[src/rtl/fpa_pkg.sv]
package fpa_pkg;

  // Defaults for the top-level parameters
  localparam int SLOTS_DEF     = 16;
  localparam int SIZE_BITS_DEF = 16;

  // Fixed field widths
  localparam int FRAG_W   = 20;
  localparam int RANK_W   = 4;
  localparam int POLICY_W = 2;
  localparam int REQ_W    = 2;

  // Request type codes
  localparam logic [REQ_W-1:0] REQ_LOAD   = 2'd0;
  localparam logic [REQ_W-1:0] REQ_ALLOC  = 2'd1;
  localparam logic [REQ_W-1:0] REQ_REPORT = 2'd2;

  // Fit policy codes (the spare code behaves as first fit)
  localparam logic [POLICY_W-1:0] POL_FIRST = 2'd0;
  localparam logic [POLICY_W-1:0] POL_BEST  = 2'd1;
  localparam logic [POLICY_W-1:0] POL_WORST = 2'd2;

  // Result kind codes
  localparam logic KIND_ANSWER = 1'b0;
  localparam logic KIND_REPORT = 1'b1;

  // Controller to datapath
  typedef struct packed {
    logic accept;      // latch request, rewind scan pointer, clear sums
    logic scan;        // step the ascending scan
    logic shift_init;  // point the descending move pass at the top of the table
    logic shift;       // step the descending move pass
    logic put;         // write the new slot at the insert position
    logic alloc_hit;   // shrink the hit slot, answer placed
    logic alloc_miss;  // flag the failure, answer not placed
    logic report;      // emit the report, empty the table
  } dp_cmd_t;

  // Datapath to controller
  typedef struct packed {
    logic hit;
    logic scan_end;
    logic shift_end;
    logic full;
    logic sorted;
  } dp_sts_t;

endpackage

[src/rtl/fit_policy_partition_allocator.sv]
// Partition allocator with first, best and worst fit. Issue a request by
// raising start while busy is low; the request is taken at that clock edge.
// Load requests fill a table of up to SLOTS partitions (a load into a full
// table is dropped silently); under best or worst fit each load is inserted
// in ascending or descending order of size, under first fit it is appended.
// An allocation request scans the table from slot 0 for the first slot with
// enough space, shrinks it and answers with placed and the slot position.
// A report request scans the table, returns total, external and internal
// fragmentation (all zero with all_fit low if any allocation failed since the
// last report) and empties the table. Answers and reports appear for exactly
// one cycle with result_valid high and cannot be held off by the receiver;
// loads give no result. The table lives in two single-port-write RAMs
// with registered reads, streamed one slot per cycle. A dropped load or an
// unknown request type leaves the block idle; a first-fit load writes its
// slot directly; an allocation scans up to the slot it lands in; one that
// finds no room, and a report, scan every slot in use; a sorted load scans
// to its insert position, then moves every slot above it up by one, and
// then writes the new slot. No new request is taken while busy is high.
// busy drops in the cycle the result is shown, so the next request can be
// taken right then. Write fit_policy through cfg_valid / cfg_data only while
// idle; cfg_ready follows !busy. The policy only affects where later loads go.
module fit_policy_partition_allocator #(
  parameter int SLOTS     = fpa_pkg::SLOTS_DEF,
  parameter int SIZE_BITS = fpa_pkg::SIZE_BITS_DEF
) (
  input  logic                          clk,
  input  logic                          rst,
  // request channel
  input  logic                          start,
  output logic                          busy,
  input  logic [fpa_pkg::REQ_W-1:0]     req_type,
  input  logic [SIZE_BITS-1:0]          size_value,
  // policy register write channel
  input  logic                          cfg_valid,
  output logic                          cfg_ready,
  input  logic [fpa_pkg::POLICY_W-1:0]  cfg_data,
  // result channel
  output logic                          result_valid,
  output logic                          result_kind,
  output logic                          placed,
  output logic [fpa_pkg::RANK_W-1:0]    slot_rank,
  output logic                          all_fit,
  output logic [fpa_pkg::FRAG_W-1:0]    total_frag,
  output logic [fpa_pkg::FRAG_W-1:0]    external_frag,
  output logic [fpa_pkg::FRAG_W-1:0]    internal_frag
);
  import fpa_pkg::*;

  dp_cmd_t cmd;
  dp_sts_t sts;
  logic    cfg_we;

  // Take policy writes only between requests
  assign cfg_ready = !busy;
  assign cfg_we    = cfg_valid && cfg_ready;

  // Sequencer: decode the request, step scans and move passes, fire results
  fpa_ctrl u_ctrl (
    .clk      (clk),
    .rst      (rst),
    .start    (start),
    .req_type (req_type),
    .sts      (sts),
    .cmd      (cmd),
    .busy     (busy)
  );

  // Table RAMs, scan pointers, sums and result registers
  fpa_dpath #(
    .SLOTS     (SLOTS),
    .SIZE_BITS (SIZE_BITS)
  ) u_dpath (
    .clk           (clk),
    .rst           (rst),
    .cmd           (cmd),
    .sts           (sts),
    .req_type      (req_type),
    .size_value    (size_value),
    .cfg_we        (cfg_we),
    .cfg_data      (cfg_data),
    .result_valid  (result_valid),
    .result_kind   (result_kind),
    .placed        (placed),
    .slot_rank     (slot_rank),
    .all_fit       (all_fit),
    .total_frag    (total_frag),
    .external_frag (external_frag),
    .internal_frag (internal_frag)
  );

`ifndef SYNTHESIS
  // Results never come back to back: each needs a fresh request and a scan
  a_result_single: assert property (@(posedge clk) disable iff (rst)
    result_valid |=> !result_valid)
    else $error("result strobe held for more than one cycle");

  // A result is shown only once the sequencer is back to idle
  a_result_idle: assert property (@(posedge clk) disable iff (rst)
    result_valid |-> !busy)
    else $error("result shown while busy");

  // An allocation or report request always occupies the block
  a_req_busy: assert property (@(posedge clk) disable iff (rst)
    (start && !busy && (req_type == REQ_ALLOC || req_type == REQ_REPORT)) |=> busy)
    else $error("allocation or report request taken without going busy");
`endif

endmodule

[src/rtl/fpa_ram.sv]
module fpa_ram #(
  parameter int WIDTH = 16,
  parameter int DEPTH = 16
) (
  input  logic                                   clk,
  input  logic                                   we,
  input  logic [(DEPTH > 1 ? $clog2(DEPTH) : 1)-1:0] waddr,
  input  logic [WIDTH-1:0]                       wdata,
  input  logic [(DEPTH > 1 ? $clog2(DEPTH) : 1)-1:0] raddr,
  output logic [WIDTH-1:0]                       rdata
);

  logic [WIDTH-1:0] mem [DEPTH];

  always_ff @(posedge clk) begin
    if (we) begin
      mem[waddr] <= wdata;
    end
    rdata <= mem[raddr];
  end

endmodule

[src/rtl/fpa_ctrl.sv]
module fpa_ctrl (
  input  logic                       clk,
  input  logic                       rst,
  input  logic                       start,
  input  logic [fpa_pkg::REQ_W-1:0]  req_type,
  input  fpa_pkg::dp_sts_t           sts,
  output fpa_pkg::dp_cmd_t           cmd,
  output logic                       busy
);
  import fpa_pkg::*;

  typedef enum logic [2:0] {
    ST_IDLE,
    ST_LD_SCAN,
    ST_LD_SHIFT,
    ST_LD_PUT,
    ST_AL_SCAN,
    ST_RP_SCAN
  } state_t;

  state_t state, state_next;

  always_comb begin
    cmd        = '0;
    state_next = state;
    case (state)
      ST_IDLE: begin
        if (start) begin
          cmd.accept = 1'b1;
          case (req_type)
            REQ_LOAD: begin
              // drop loads into a full table
              if (!sts.full) begin
                state_next = sts.sorted ? ST_LD_SCAN : ST_LD_PUT;
              end
            end
            REQ_ALLOC:  state_next = ST_AL_SCAN;
            REQ_REPORT: state_next = ST_RP_SCAN;
            default:    state_next = ST_IDLE;
          endcase
        end
      end
      ST_LD_SCAN: begin
        cmd.scan = 1'b1;
        if (sts.hit || sts.scan_end) begin
          cmd.shift_init = 1'b1;
          state_next     = ST_LD_SHIFT;
        end
      end
      ST_LD_SHIFT: begin
        cmd.shift = 1'b1;
        if (sts.shift_end) begin
          state_next = ST_LD_PUT;
        end
      end
      ST_LD_PUT: begin
        cmd.put    = 1'b1;
        state_next = ST_IDLE;
      end
      ST_AL_SCAN: begin
        cmd.scan = 1'b1;
        if (sts.hit) begin
          cmd.alloc_hit = 1'b1;
          state_next    = ST_IDLE;
        end else if (sts.scan_end) begin
          cmd.alloc_miss = 1'b1;
          state_next     = ST_IDLE;
        end
      end
      ST_RP_SCAN: begin
        cmd.scan = 1'b1;
        if (sts.scan_end) begin
          cmd.report = 1'b1;
          state_next = ST_IDLE;
        end
      end
      default: state_next = ST_IDLE;
    endcase
  end

  always_ff @(posedge clk) begin
    if (rst) begin
      state <= ST_IDLE;
      busy  <= 1'b0;
    end else begin
      state <= state_next;
      busy  <= (state_next != ST_IDLE);
    end
  end

endmodule

[src/rtl/fpa_dpath.sv]
module fpa_dpath #(
  parameter int SLOTS     = fpa_pkg::SLOTS_DEF,
  parameter int SIZE_BITS = fpa_pkg::SIZE_BITS_DEF
) (
  input  logic                          clk,
  input  logic                          rst,
  input  fpa_pkg::dp_cmd_t              cmd,
  output fpa_pkg::dp_sts_t              sts,
  input  logic [fpa_pkg::REQ_W-1:0]     req_type,
  input  logic [SIZE_BITS-1:0]          size_value,
  input  logic                          cfg_we,
  input  logic [fpa_pkg::POLICY_W-1:0]  cfg_data,
  output logic                          result_valid,
  output logic                          result_kind,
  output logic                          placed,
  output logic [fpa_pkg::RANK_W-1:0]    slot_rank,
  output logic                          all_fit,
  output logic [fpa_pkg::FRAG_W-1:0]    total_frag,
  output logic [fpa_pkg::FRAG_W-1:0]    external_frag,
  output logic [fpa_pkg::FRAG_W-1:0]    internal_frag
);
  import fpa_pkg::*;

  localparam int AW = (SLOTS > 1) ? $clog2(SLOTS) : 1;
  localparam int CW = $clog2(SLOTS + 1);

  logic [POLICY_W-1:0]  fit_policy;
  logic [CW-1:0]        slot_count;
  logic                 any_failed;
  logic                 is_alloc;
  logic [SIZE_BITS-1:0] req_size;
  logic [CW-1:0]        idx;
  logic [CW-1:0]        pos;
  logic [AW-1:0]        didx;
  logic                 dval;
  logic [FRAG_W-1:0]    tot;
  logic [FRAG_W-1:0]    ext;

  logic [AW-1:0]        rd_addr;
  logic [AW-1:0]        wr_addr;
  logic [SIZE_BITS-1:0] orig_wdata;
  logic [SIZE_BITS-1:0] rem_wdata;
  logic                 orig_we;
  logic                 rem_we;
  logic [SIZE_BITS-1:0] orig_q;
  logic [SIZE_BITS-1:0] rem_q;
  logic                 sorted;
  logic                 goes_before;
  logic                 cond;

  fpa_ram #(.WIDTH(SIZE_BITS), .DEPTH(SLOTS)) u_orig_ram (
    .clk   (clk),
    .we    (orig_we),
    .waddr (wr_addr),
    .wdata (orig_wdata),
    .raddr (rd_addr),
    .rdata (orig_q)
  );

  fpa_ram #(.WIDTH(SIZE_BITS), .DEPTH(SLOTS)) u_rem_ram (
    .clk   (clk),
    .we    (rem_we),
    .waddr (wr_addr),
    .wdata (rem_wdata),
    .raddr (rd_addr),
    .rdata (rem_q)
  );

  assign sorted      = (fit_policy == POL_BEST) || (fit_policy == POL_WORST);
  assign goes_before = (fit_policy == POL_BEST) ? (orig_q <= req_size) : (orig_q >= req_size);
  assign cond        = is_alloc ? (req_size <= rem_q) : !goes_before;

  always_comb begin
    sts.hit       = dval && cond && cmd.scan;
    sts.scan_end  = !dval && (idx >= slot_count);
    sts.shift_end = !dval && (idx <= pos);
    sts.full      = (slot_count == CW'(SLOTS));
    sts.sorted    = sorted;
  end

  // Read pointer: ascending scan reads idx, the move pass reads the slot below idx
  assign rd_addr = cmd.shift ? AW'(idx - 1'b1) : idx[AW-1:0];

  always_comb begin
    orig_we    = 1'b0;
    rem_we     = 1'b0;
    wr_addr    = didx;
    orig_wdata = req_size;
    rem_wdata  = req_size;
    if (cmd.alloc_hit) begin
      rem_we    = 1'b1;
      rem_wdata = rem_q - req_size;
    end else if (cmd.shift && dval) begin
      orig_we    = 1'b1;
      rem_we     = 1'b1;
      wr_addr    = didx + AW'(1);
      orig_wdata = orig_q;
      rem_wdata  = rem_q;
    end else if (cmd.put) begin
      orig_we = 1'b1;
      rem_we  = 1'b1;
      wr_addr = pos[AW-1:0];
    end
  end

  always_ff @(posedge clk) begin
    if (rst) begin
      fit_policy   <= POL_FIRST;
      slot_count   <= '0;
      any_failed   <= 1'b0;
      dval         <= 1'b0;
      result_valid <= 1'b0;
    end else begin
      if (cfg_we) begin
        fit_policy <= cfg_data;
      end

      if (cmd.accept) begin
        dval <= 1'b0;
      end else if (cmd.shift_init) begin
        dval <= 1'b0;
      end else if (cmd.scan) begin
        dval <= (idx < slot_count);
      end else if (cmd.shift) begin
        dval <= (idx > pos);
      end

      if (cmd.put) begin
        slot_count <= slot_count + 1'b1;
      end else if (cmd.report) begin
        slot_count <= '0;
      end

      if (cmd.alloc_miss) begin
        any_failed <= 1'b1;
      end else if (cmd.report) begin
        any_failed <= 1'b0;
      end

      result_valid <= cmd.alloc_hit || cmd.alloc_miss || cmd.report;
    end
  end

  always_ff @(posedge clk) begin
    if (cmd.accept) begin
      is_alloc <= (req_type == REQ_ALLOC);
      req_size <= size_value;
      idx      <= '0;
      pos      <= slot_count;
      tot      <= '0;
      ext      <= '0;
    end else if (cmd.shift_init) begin
      idx <= slot_count;
      if (dval && cond) begin
        pos <= CW'(didx);
      end
    end else if (cmd.scan) begin
      if (idx < slot_count) begin
        idx  <= idx + 1'b1;
        didx <= idx[AW-1:0];
      end
      if (dval) begin
        tot <= tot + FRAG_W'(rem_q);
        if (rem_q == orig_q) begin
          ext <= ext + FRAG_W'(rem_q);
        end
      end
    end else if (cmd.shift) begin
      if (idx > pos) begin
        idx  <= idx - 1'b1;
        didx <= AW'(idx - 1'b1);
      end
    end

    if (cmd.alloc_hit || cmd.alloc_miss) begin
      result_kind   <= KIND_ANSWER;
      placed        <= cmd.alloc_hit;
      slot_rank     <= cmd.alloc_hit ? RANK_W'(didx) : '0;
      all_fit       <= 1'b0;
      total_frag    <= '0;
      external_frag <= '0;
      internal_frag <= '0;
    end else if (cmd.report) begin
      result_kind   <= KIND_REPORT;
      placed        <= 1'b0;
      slot_rank     <= '0;
      all_fit       <= !any_failed;
      total_frag    <= any_failed ? '0 : tot;
      external_frag <= any_failed ? '0 : ext;
      internal_frag <= any_failed ? '0 : tot - ext;
    end
  end

endmodule

[config.mk]
export PLATFORM = sky130hd
export DESIGN_NAME = fit_policy_partition_allocator
export DESIGN_NICKNAME = d
export VERILOG_FILES = /design/src/rtl/fpa_pkg.sv /design/src/rtl/fit_policy_partition_allocator.sv /design/src/rtl/fpa_ram.sv /design/src/rtl/fpa_ctrl.sv /design/src/rtl/fpa_dpath.sv
export SDC_FILE = /design/constraint.sdc
export NUM_CORES = 1
export LEC_CHECK = 0
export ABC_AREA = 1
export BUFFER_PORTS_ARGS = -buffer_cell sky130_fd_sc_hd__buf_4
export CORE_MARGIN = 5
export CORE_UTILIZATION = 55
export CTS_BUF_LIST = sky130_fd_sc_hd__clkbuf_16
export DETAILED_ROUTE_END_ITERATION = 8
export GPL_ROUTABILITY_DRIVEN = 0
export PLACE_DENSITY = 0.72
export RECOVER_POWER = 100
export SYNTH_ARGS = -nofsm -noshare
export SYNTH_HDL_FRONTEND = slang
export SYNTH_HIERARCHICAL = 1
export SYNTH_SLANG_ARGS = --single-unit
export TNS_END_PERCENT = 30
[constraint.sdc]
create_clock -name clk -period 12.1 [get_ports clk]
set_clock_uncertainty 0.15 [all_clocks]
set_input_delay 2.42 -clock clk [delete_from_list [all_inputs] [get_ports clk]]
set_output_delay 2.42 -clock clk [all_outputs]
set_load 0.005 [all_outputs]
==> summary.json, run 1 <==
{
  "outcome": {
    "status": "finished with violations",
    "violations": "max-capacitance violations, max-slew violations"
  },
  "timing": {
    "timing.slew.headroom": -1.73,
    "report.final.slew_viol_count": 748,
    "grt_setup_unrepaired": "no",
    "fin_hold_ws_ns": 0.299,
    "timing.setup.tns_ns": 0,
    "final_cycle_utilization_of_the_critical_path": 0.624,
    "finalWorstPathRequiredPeriod_ns": 7.55,
    "highest_attainable_clock_frequency_mhz": 132,
    "setup_violations": 0,
    "transition_at_the_pin_with_the_smallest_max_transition_slack_ns": 4.10,
    "hold_violations": 0
  },
  "global_routing": {
    "globalRouteTotalUtil": 0.258,
    "globalRoute.totalOverflow": 0,
    "number_of_global_route_vias_before_repair": 23900,
    "grt_first_pass_wirelength_um": 135000,
    "antenna_found_initial": 2,
    "grt_start_max_net_pins": 184
  },
  "finish": {
    "most_frequent_standard_cell_in_the_layout_excluding_fill_and_tap_cells": "sky130_fd_sc_hd__nand2_1",
    "fin_nets": 3932,
    "syn2layout_area_growth_pct": 10.4,
    "fin_area_mm2": 0.0371,
    "layout-drive-gt1-share": 0.0575,
    "layout_common_cells": "1052 x sky130_fd_sc_hd__nand2_1, 605 x sky130_fd_sc_hd__inv_1, 543 x sky130_fd_sc_hd__edfxtp_1, 460 x sky130_fd_sc_hd__nand3_1, 178 x sky130_fd_sc_hd__nor2_1"
  },
  "power": {
    "p_leak_nw": 16.3,
    "power_density_mw_per_mm2": 223,
    "max-vdd-ir-drop_v": 0.000182
  },
  "worst_setup_path": {
    "crit_fanout": 183,
    "worst_path_top_cell_family_by_delay": "buffers and inverters",
    "critical_path_arrival_ns": 7.87,
    "cell_at_the_slowest_stage_of_the_critical_path": "sky130_fd_sc_hd__clkbuf_1",
    "timing.critical_path.from_type": "flop",
    "setup.worst_path.class": "reg -> reg",
    "delay_of_the_slowest_cell_on_the_worst_path_ns": 2.89,
    "worst_ep_required_time_ns": 12.42,
    "cells_along_the_critical_path": "nor2_1 > nand2_1 > inv_1 > xor2_4 > buf_4 > buf_12 > clkinvlp_2 > clkbuf_1 > nand2_1 > nand3_1 > nand3_1 > nand3_1 > nand2_1",
    "timing.critical_path.buf_inv": 5,
    "worst_setup_path_end_kind": "flop"
  },
  "floorplanning": {
    "rows": 90,
    "die-height_um": 257,
    "die_x_um": 257,
    "total_die_area_mm2": 0.0662,
    "num_io_pins": 94,
    "core-area_mm2": 0.0605,
    "start_util": 0.557
  },
  "route": {
    "viasPerCell": 5.53,
    "first_pass_iteration_count_of_the_detailed_router": 8,
    "detailedRoute.firstIterationViolations": 2384,
    "routed-via-count": 25700,
    "wl_per_cell_um": 18.9,
    "antenna_left": 0,
    "drc_errors": 0,
    "postRouteWirelength_um": 87800
  },
  "synth": {
    "synth.cell_area_mm2": 0.0337,
    "sequential_fraction_of_the_synthesis_area": 0.576,
    "syn_avg_cell_area_um2": 9.00,
    "synth_area_leader_cell": "sky130_fd_sc_hd__edfxtp_1",
    "asyncSetResetFlopFracSynth": 0,
    "postSynth.topFlopCell": "sky130_fd_sc_hd__edfxtp_1",
    "synth_top_area_frac": 0.485,
    "synth_area_leaders": "sky130_fd_sc_hd__edfxtp_1 48%, sky130_fd_sc_hd__nand2_1 12%, sky130_fd_sc_hd__dfxtp_1 9.1%",
    "synth_cells": 3739,
    "netlist-cell-type-count": 51,
    "yosys_warnings": 6,
    "synth_edf_count": 543,
    "synthesis.nets": 3868,
    "synth-seq-cells": 696
  },
  "clock_network": {
    "cts-root-buf": "sky130_fd_sc_hd__clkbuf_16",
    "cts_tree": "done",
    "cts_sinks": 696,
    "post-cts-setup-buffer-count": 0,
    "clkLatencyLatePin_ns": 0.63,
    "h-tree-depth": 3,
    "cts-resized-gates": 0,
    "clk_transition_reported_paths_ns": 0.06,
    "numCtsBuffers": 73,
    "holdBufCountCts": 0,
    "clk_path_buf_depth": 3
  },
  "job": {
    "maxCapViolations": 29
  },
  "placed_design": {
    "post-dp-hpwl_um": 58600,
    "port-buffer-count": 93,
    "placement.cell_area_mm2": 0.0350
  },
  "worst_hold_path": {
    "worst_min_path_class": "reg -> reg"
  }
}
[metal layers]
layer	part of all wire	track usage
met1	0.41	0.358
met2	0.46	0.413
met3	0.085	0.0435
met4	0.038	0.0937
met5	0.000080	0
[cell type report]
| class | count | area, um^2 |
|---|---|---|
| antenna | 1 | 2.50 |
| clock buffer | 73 | 1830 |
| clock inverter | 61 | 632 |
| fill | 5110 | 23300 |
| inverter | 605 | 2270 |
| multi-input combinational | 2295 | 11300 |
| sequential | 696 | 19400 |
| tap | 782 | 978 |
| timing repair buffer | 132 | 806 |
[state kept, by name, summed over array words and instances, names as in the netlist, 2 cells and up]
signal                    flops
u_dpath/req_size             16
u_dpath/internal_frag        20
u_ctrl/state                  3
u_dpath/u_orig_ram/mem      256
u_dpath/u_rem_ram/mem       256
u_dpath/external_frag        20
u_dpath/slot_count            5
u_dpath/u_rem_ram/rdata      16
u_dpath/pos                   5
u_dpath/idx                   5
u_dpath/fit_policy            2
u_dpath/u_orig_ram/rdata     16
u_dpath/ext                  20
u_dpath/didx                  4
u_dpath/tot                  20
u_dpath/total_frag           20
u_dpath/slot_rank             4
[where the power goes]
part	internal [mW]	switching [mW]
clock network	1.35	0.948
registers	2.78	0.127
logic	0.888	2.19
[tightest hold or removal path, cell delays in order, from the launching register on]
cell and delay (ns):
sky130_fd_sc_hd__dfxtp_1 0.31, sky130_fd_sc_hd__nand2_1 0.06, sky130_fd_sc_hd__nand2_1 0.04
[final timing paths]
check | slack, ns | from | end | cells after the start
setup / recovery | 4.55 | u_ctrl/state[2] | u_dpath/u_orig_ram/rdata[15] | 13
hold / removal | 0.30 | u_dpath/all_fit | u_dpath/all_fit | 2
setup reg to reg | 4.55 | u_ctrl/state[2] | u_dpath/u_orig_ram/rdata[15] | 13
hold reg to reg | 0.30 | u_dpath/all_fit | u_dpath/all_fit | 2
[synth_stat cells, types with 2 or more instances]
library cell / instances
sky130_fd_sc_hd__buf_1: 3
sky130_fd_sc_hd__inv_1: 595
sky130_fd_sc_hd__nor3_1: 23
sky130_fd_sc_hd__inv_2: 8
sky130_fd_sc_hd__and2_1: 2
sky130_fd_sc_hd__o211ai_1: 3
sky130_fd_sc_hd__nand4_1: 25
sky130_fd_sc_hd__clkbuf_1: 50
sky130_fd_sc_hd__edfxtp_1: 543
sky130_fd_sc_hd__buf_4: 38
sky130_fd_sc_hd__a22o_1: 5
sky130_fd_sc_hd__a21oi_1: 140
sky130_fd_sc_hd__o21ai_1: 9
sky130_fd_sc_hd__nor2_4: 3
sky130_fd_sc_hd__nor2_1: 178
sky130_fd_sc_hd__nor4_1: 7
sky130_fd_sc_hd__a211oi_1: 9
sky130_fd_sc_hd__ha_1: 101
sky130_fd_sc_hd__nand3_1: 459
sky130_fd_sc_hd__a21o_1: 10
sky130_fd_sc_hd__buf_2: 43
sky130_fd_sc_hd__a21oi_2: 7
sky130_fd_sc_hd__buf_6: 9
sky130_fd_sc_hd__dfxtp_1: 153
sky130_fd_sc_hd__o21a_1: 2
sky130_fd_sc_hd__o21ai_0: 168
sky130_fd_sc_hd__a21boi_0: 6
sky130_fd_sc_hd__xor2_1: 25
sky130_fd_sc_hd__o22ai_1: 3
sky130_fd_sc_hd__a31oi_1: 5
sky130_fd_sc_hd__nand3b_1: 10
sky130_fd_sc_hd__o21bai_1: 8
sky130_fd_sc_hd__nand2_1: 1051
sky130_fd_sc_hd__xnor2_1: 13
sky130_fd_sc_hd__fa_1: 4
sky130_fd_sc_hd__or2_2: 6
[cells by family after synthesis]
| logic type | synth area share |
|---|---|
| simple gates | 0.222 |
| fa+ha+maj | 0.0399 |
| buf+inv | 0.0914 |
| flops | 0.576 |
| compound gates | 0.0615 |
| xor+xnor | 0.00989 |
[through the flow]
step	util	cells	power, mW	worst slack (ns)
2_1_floorplan	-	3739	5.02	7.62
3_3_place_gp	0.579	4510	5.92	6.64
3_5_place_dp	0.579	4510	5.95	6.50
4_1_cts	0.620	4644	8.25	6.43
5_1_grt	0.614	4644	8.72	4.09
6_report	0.614	4645	8.29	4.55
No activity file was read; power rests on OpenSTA's default activity.
==> run 2: changes to the inputs <==
- ABC_AREA: 1 -> 0
- clock period: 12.1 -> 7.7 ns (I/O delays scaled with it)
==> summary.json, run 2 <==
{
  "placed_design": {
    "post-dp-hpwl_um": 49100,
    "port-buffer-count": 93,
    "post_placement_worst_setup_slack_ns": 2.06,
    "numPlacedInstances": 2868,
    "placement.cell_area_mm2": 0.0321
  },
  "synth": {
    "postSynth.topFlopCell": "sky130_fd_sc_hd__edfxtp_1",
    "synth.cell_area_mm2": 0.0304,
    "synth-simple-area-share": 0.0732,
    "yosys_warnings": 6,
    "synth_mux_area_frac": 0.112,
    "synth.most_common_cell": "sky130_fd_sc_hd__edfxtp_1",
    "synth_top_area_frac": 0.536,
    "synth_cells": 2080,
    "syn_avg_cell_area_um2": 14.6,
    "synthTopCellsByCount": "543 x sky130_fd_sc_hd__edfxtp_1, 155 x sky130_fd_sc_hd__nand2_1, 153 x sky130_fd_sc_hd__dfxtp_1",
    "yosys.area_share.xor_xnor": 0.0210,
    "synth_fa_ha_area_frac": 0.0441,
    "sequential_fraction_of_the_synthesis_area": 0.636,
    "asyncSetResetFlopFracSynth": 0,
    "synth_top_family_by_area": "multiplexers",
    "synth_edf_count": 543,
    "synth_area_leaders": "sky130_fd_sc_hd__edfxtp_1 54%, sky130_fd_sc_hd__dfxtp_1 10%, sky130_fd_sc_hd__mux4_2 8.0%",
    "synth_area_leader_cell": "sky130_fd_sc_hd__edfxtp_1",
    "synth-seq-cells": 696,
    "synthesis.nets": 2209,
    "synth_compound_gate_area_share": 0.0890,
    "netlist-cell-type-count": 85
  },
  "global_routing": {
    "grt_start_max_net_pins": 129,
    "globalRoute.totalOverflow": 0,
    "number_of_global_route_vias_before_repair": 18300,
    "grt_first_pass_wirelength_um": 111000,
    "antenna_found_initial": 2,
    "globalRouteTotalUtil": 0.244
  },
  "power": {
    "power_density_mw_per_mm2": 341,
    "seq_power_share": 0.396,
    "p_leak_nw": 11.7,
    "clock_power_share": 0.294,
    "netSwitchingFraction": 0.322,
    "switching_power_mw": 3.74,
    "cellInternalPower_mw": 7.87,
    "power_mw": 11.6,
    "max-vdd-ir-drop_v": 0.000378,
    "power.share.combinational": 0.309
  },
  "route": {
    "antenna_left": 0,
    "first_pass_iteration_count_of_the_detailed_router": 7,
    "met2WireLength_um": 34400,
    "met1Wirelength_um": 30100,
    "detailedRoute.firstIterationViolations": 1916,
    "routed-via-count": 18600,
    "viasPerCell": 6.21,
    "postRouteWirelength_um": 73800,
    "drc_errors": 0,
    "wl_per_cell_um": 24.6,
    "met3_length_um": 6910,
    "topRoutingLayerUsed": "met4"
  },
  "outcome": {
    "violations": "max-capacitance violations, max-slew violations",
    "status": "finished with violations"
  },
  "finish": {
    "most_frequent_standard_cell_in_the_layout_excluding_fill_and_tap_cells": "sky130_fd_sc_hd__edfxtp_1",
    "num_antenna_cells": 0,
    "biggestRegsByFlops": "u_dpath/u_orig_ram/mem: 256 flops, u_dpath/u_rem_ram/mem: 256 flops",
    "layout_common_cells": "543 x sky130_fd_sc_hd__edfxtp_1, 155 x sky130_fd_sc_hd__nand2_1, 153 x sky130_fd_sc_hd__dfxtp_1, 108 x sky130_fd_sc_hd__mux4_2, 101 x sky130_fd_sc_hd__ha_1",
    "finish.utilization": 0.620,
    "syn2layout_area_growth_pct": 12.0,
    "final.fill_count": 4025,
    "final_cells": 2997,
    "fin_nets": 2321,
    "layout-drive-gt1-share": 0.144,
    "fin_area_mm2": 0.0341
  },
  "timing": {
    "transition_at_the_pin_with_the_smallest_max_transition_slack_ns": 2.89,
    "timing.slew.headroom": -0.934,
    "grt_setup_unrepaired": "no",
    "timing.setup.tns_ns": 0,
    "setup_slack_ns": 1.22,
    "finalWorstPathRequiredPeriod_ns": 6.48,
    "fin_hold_ws_ns": 0.293,
    "setup_violations": 0,
    "hold_violations": 0,
    "report.final.slew_viol_count": 510,
    "final_cycle_utilization_of_the_critical_path": 0.842,
    "highest_attainable_clock_frequency_mhz": 154
  },
  "worst_setup_path": {
    "worst_ep_required_time_ns": 7.75,
    "critical_path_arrival_ns": 6.53,
    "cell_at_the_slowest_stage_of_the_critical_path": "sky130_fd_sc_hd__nor2_1",
    "worst_setup_path_end_kind": "flop",
    "crit_fanout": 16,
    "cells_along_the_critical_path": "ha_1 > fa_1 > nand2b_1 > a21oi_1 > nor3_1 > o21a_1 > o21ai_0 > a22oi_1 > nor2_1 > nand2b_1 > nor3b_1 > or2_2 > inv_1 > nand3_1 > o311ai_0 > buf_4 > nand2b_1 > nor2_1",
    "timing.critical_path.from_type": "flop",
    "minimum_setup_slack_among_reg_to_reg_paths_ns": 1.22,
    "setup.worst_path.class": "reg -> reg",
    "worst_path_most_repeated_cell": "sky130_fd_sc_hd__nand2b_1",
    "delay_of_the_slowest_cell_on_the_worst_path_ns": 1.25
  },
  "clock_network": {
    "cts_sinks": 696,
    "post-cts-setup-buffer-count": 0,
    "cts-root-buf": "sky130_fd_sc_hd__clkbuf_16",
    "clkLatencyLatePin_ns": 0.61,
    "numCtsBuffers": 70,
    "holdBufCountCts": 0,
    "clk_transition_reported_paths_ns": 0.06,
    "cts-resized-gates": 0,
    "h-tree-depth": 3,
    "clk_path_buf_depth": 3,
    "cts_tree": "done"
  },
  "floorplanning": {
    "die_x_um": 245,
    "num_io_pins": 94,
    "die-height_um": 245,
    "start_util": 0.554,
    "total_die_area_mm2": 0.0601,
    "core-area_mm2": 0.0550,
    "rows": 86
  },
  "job": {
    "maxCapViolations": 20
  },
  "worst_hold_path": {
    "worst_min_path_class": "reg -> reg"
  }
}
run 2: changes by cell type after synthesis, sizes merged, moves of 24 or more:
cell,before,now
a21oi,147,94
a22oi,1,65
buf,93,34
inv,603,78
mux4,0,128
nand2,1053,155
nand2b,0,31
nand3,461,25
nor2,182,105
o21ai,177,102
xnor2,13,37
run 2: critical path, delay by kind of cell, from the launching register on:
kind,cells,cell delay [ns]
AO/OA/AOI/OAI,5,0.99
adder cells (fa/ha/maj),2,0.64
buffers and inverters,2,0.36
flip-flops,1,0.44
AND/OR/NAND/NOR,9,3.47
run 2: final timing paths:
path | to | depth (start not counted) | startpoint
max | u_dpath/u_orig_ram/mem[10][14] | 18 | u_dpath/req_size[0]
min | u_dpath/all_fit | 2 | u_dpath/all_fit
max reg2reg | u_dpath/u_orig_ram/mem[10][14] | 18 | u_dpath/req_size[0]
min reg2reg | u_dpath/all_fit | 2 | u_dpath/all_fit
run 2: cell families (layout without fill, tap and decap cells):
group,Yosys count,count (layout)
buffers and inverters,170,339
DFF,696,696
xor gates and xnor gates,73,73
AOI/OAI and AO/OA,413,413
and+or+nand+nor,453,453
adders and majority gates,105,105
muxes,170,170
run 2: power groups by stage:
stage | combinational (mW) | clock, mW | sequential [mW]
after global routing | 3.88 | 3.64 | 4.62
after global placement | 3.48 | 0 | 4.67
after floorplan | 2.62 | 0 | 4.55
final | 3.59 | 3.42 | 4.60
after CTS | 3.56 | 3.48 | 4.60
after detailed placement | 3.54 | 0 | 4.68
run 2: final cells by class:
class	instances	area (um^2)	share of cell area
clock inverter	55	474	0.0139
timing repair buffer	132	812	0.0238
tap	748	936	0.0275
multi-input combinational	1214	10300	0.304
sequential	696	19400	0.568
clock buffer	74	1850	0.0543
inverter	78	293	0.00859
run 2: routing by layer:
metal	global-route usage	vias up
met5	0	-
met4	0.0876	0
met3	0.0565	116
met2	0.379	811
met1	0.344	9394
li1	-	8291
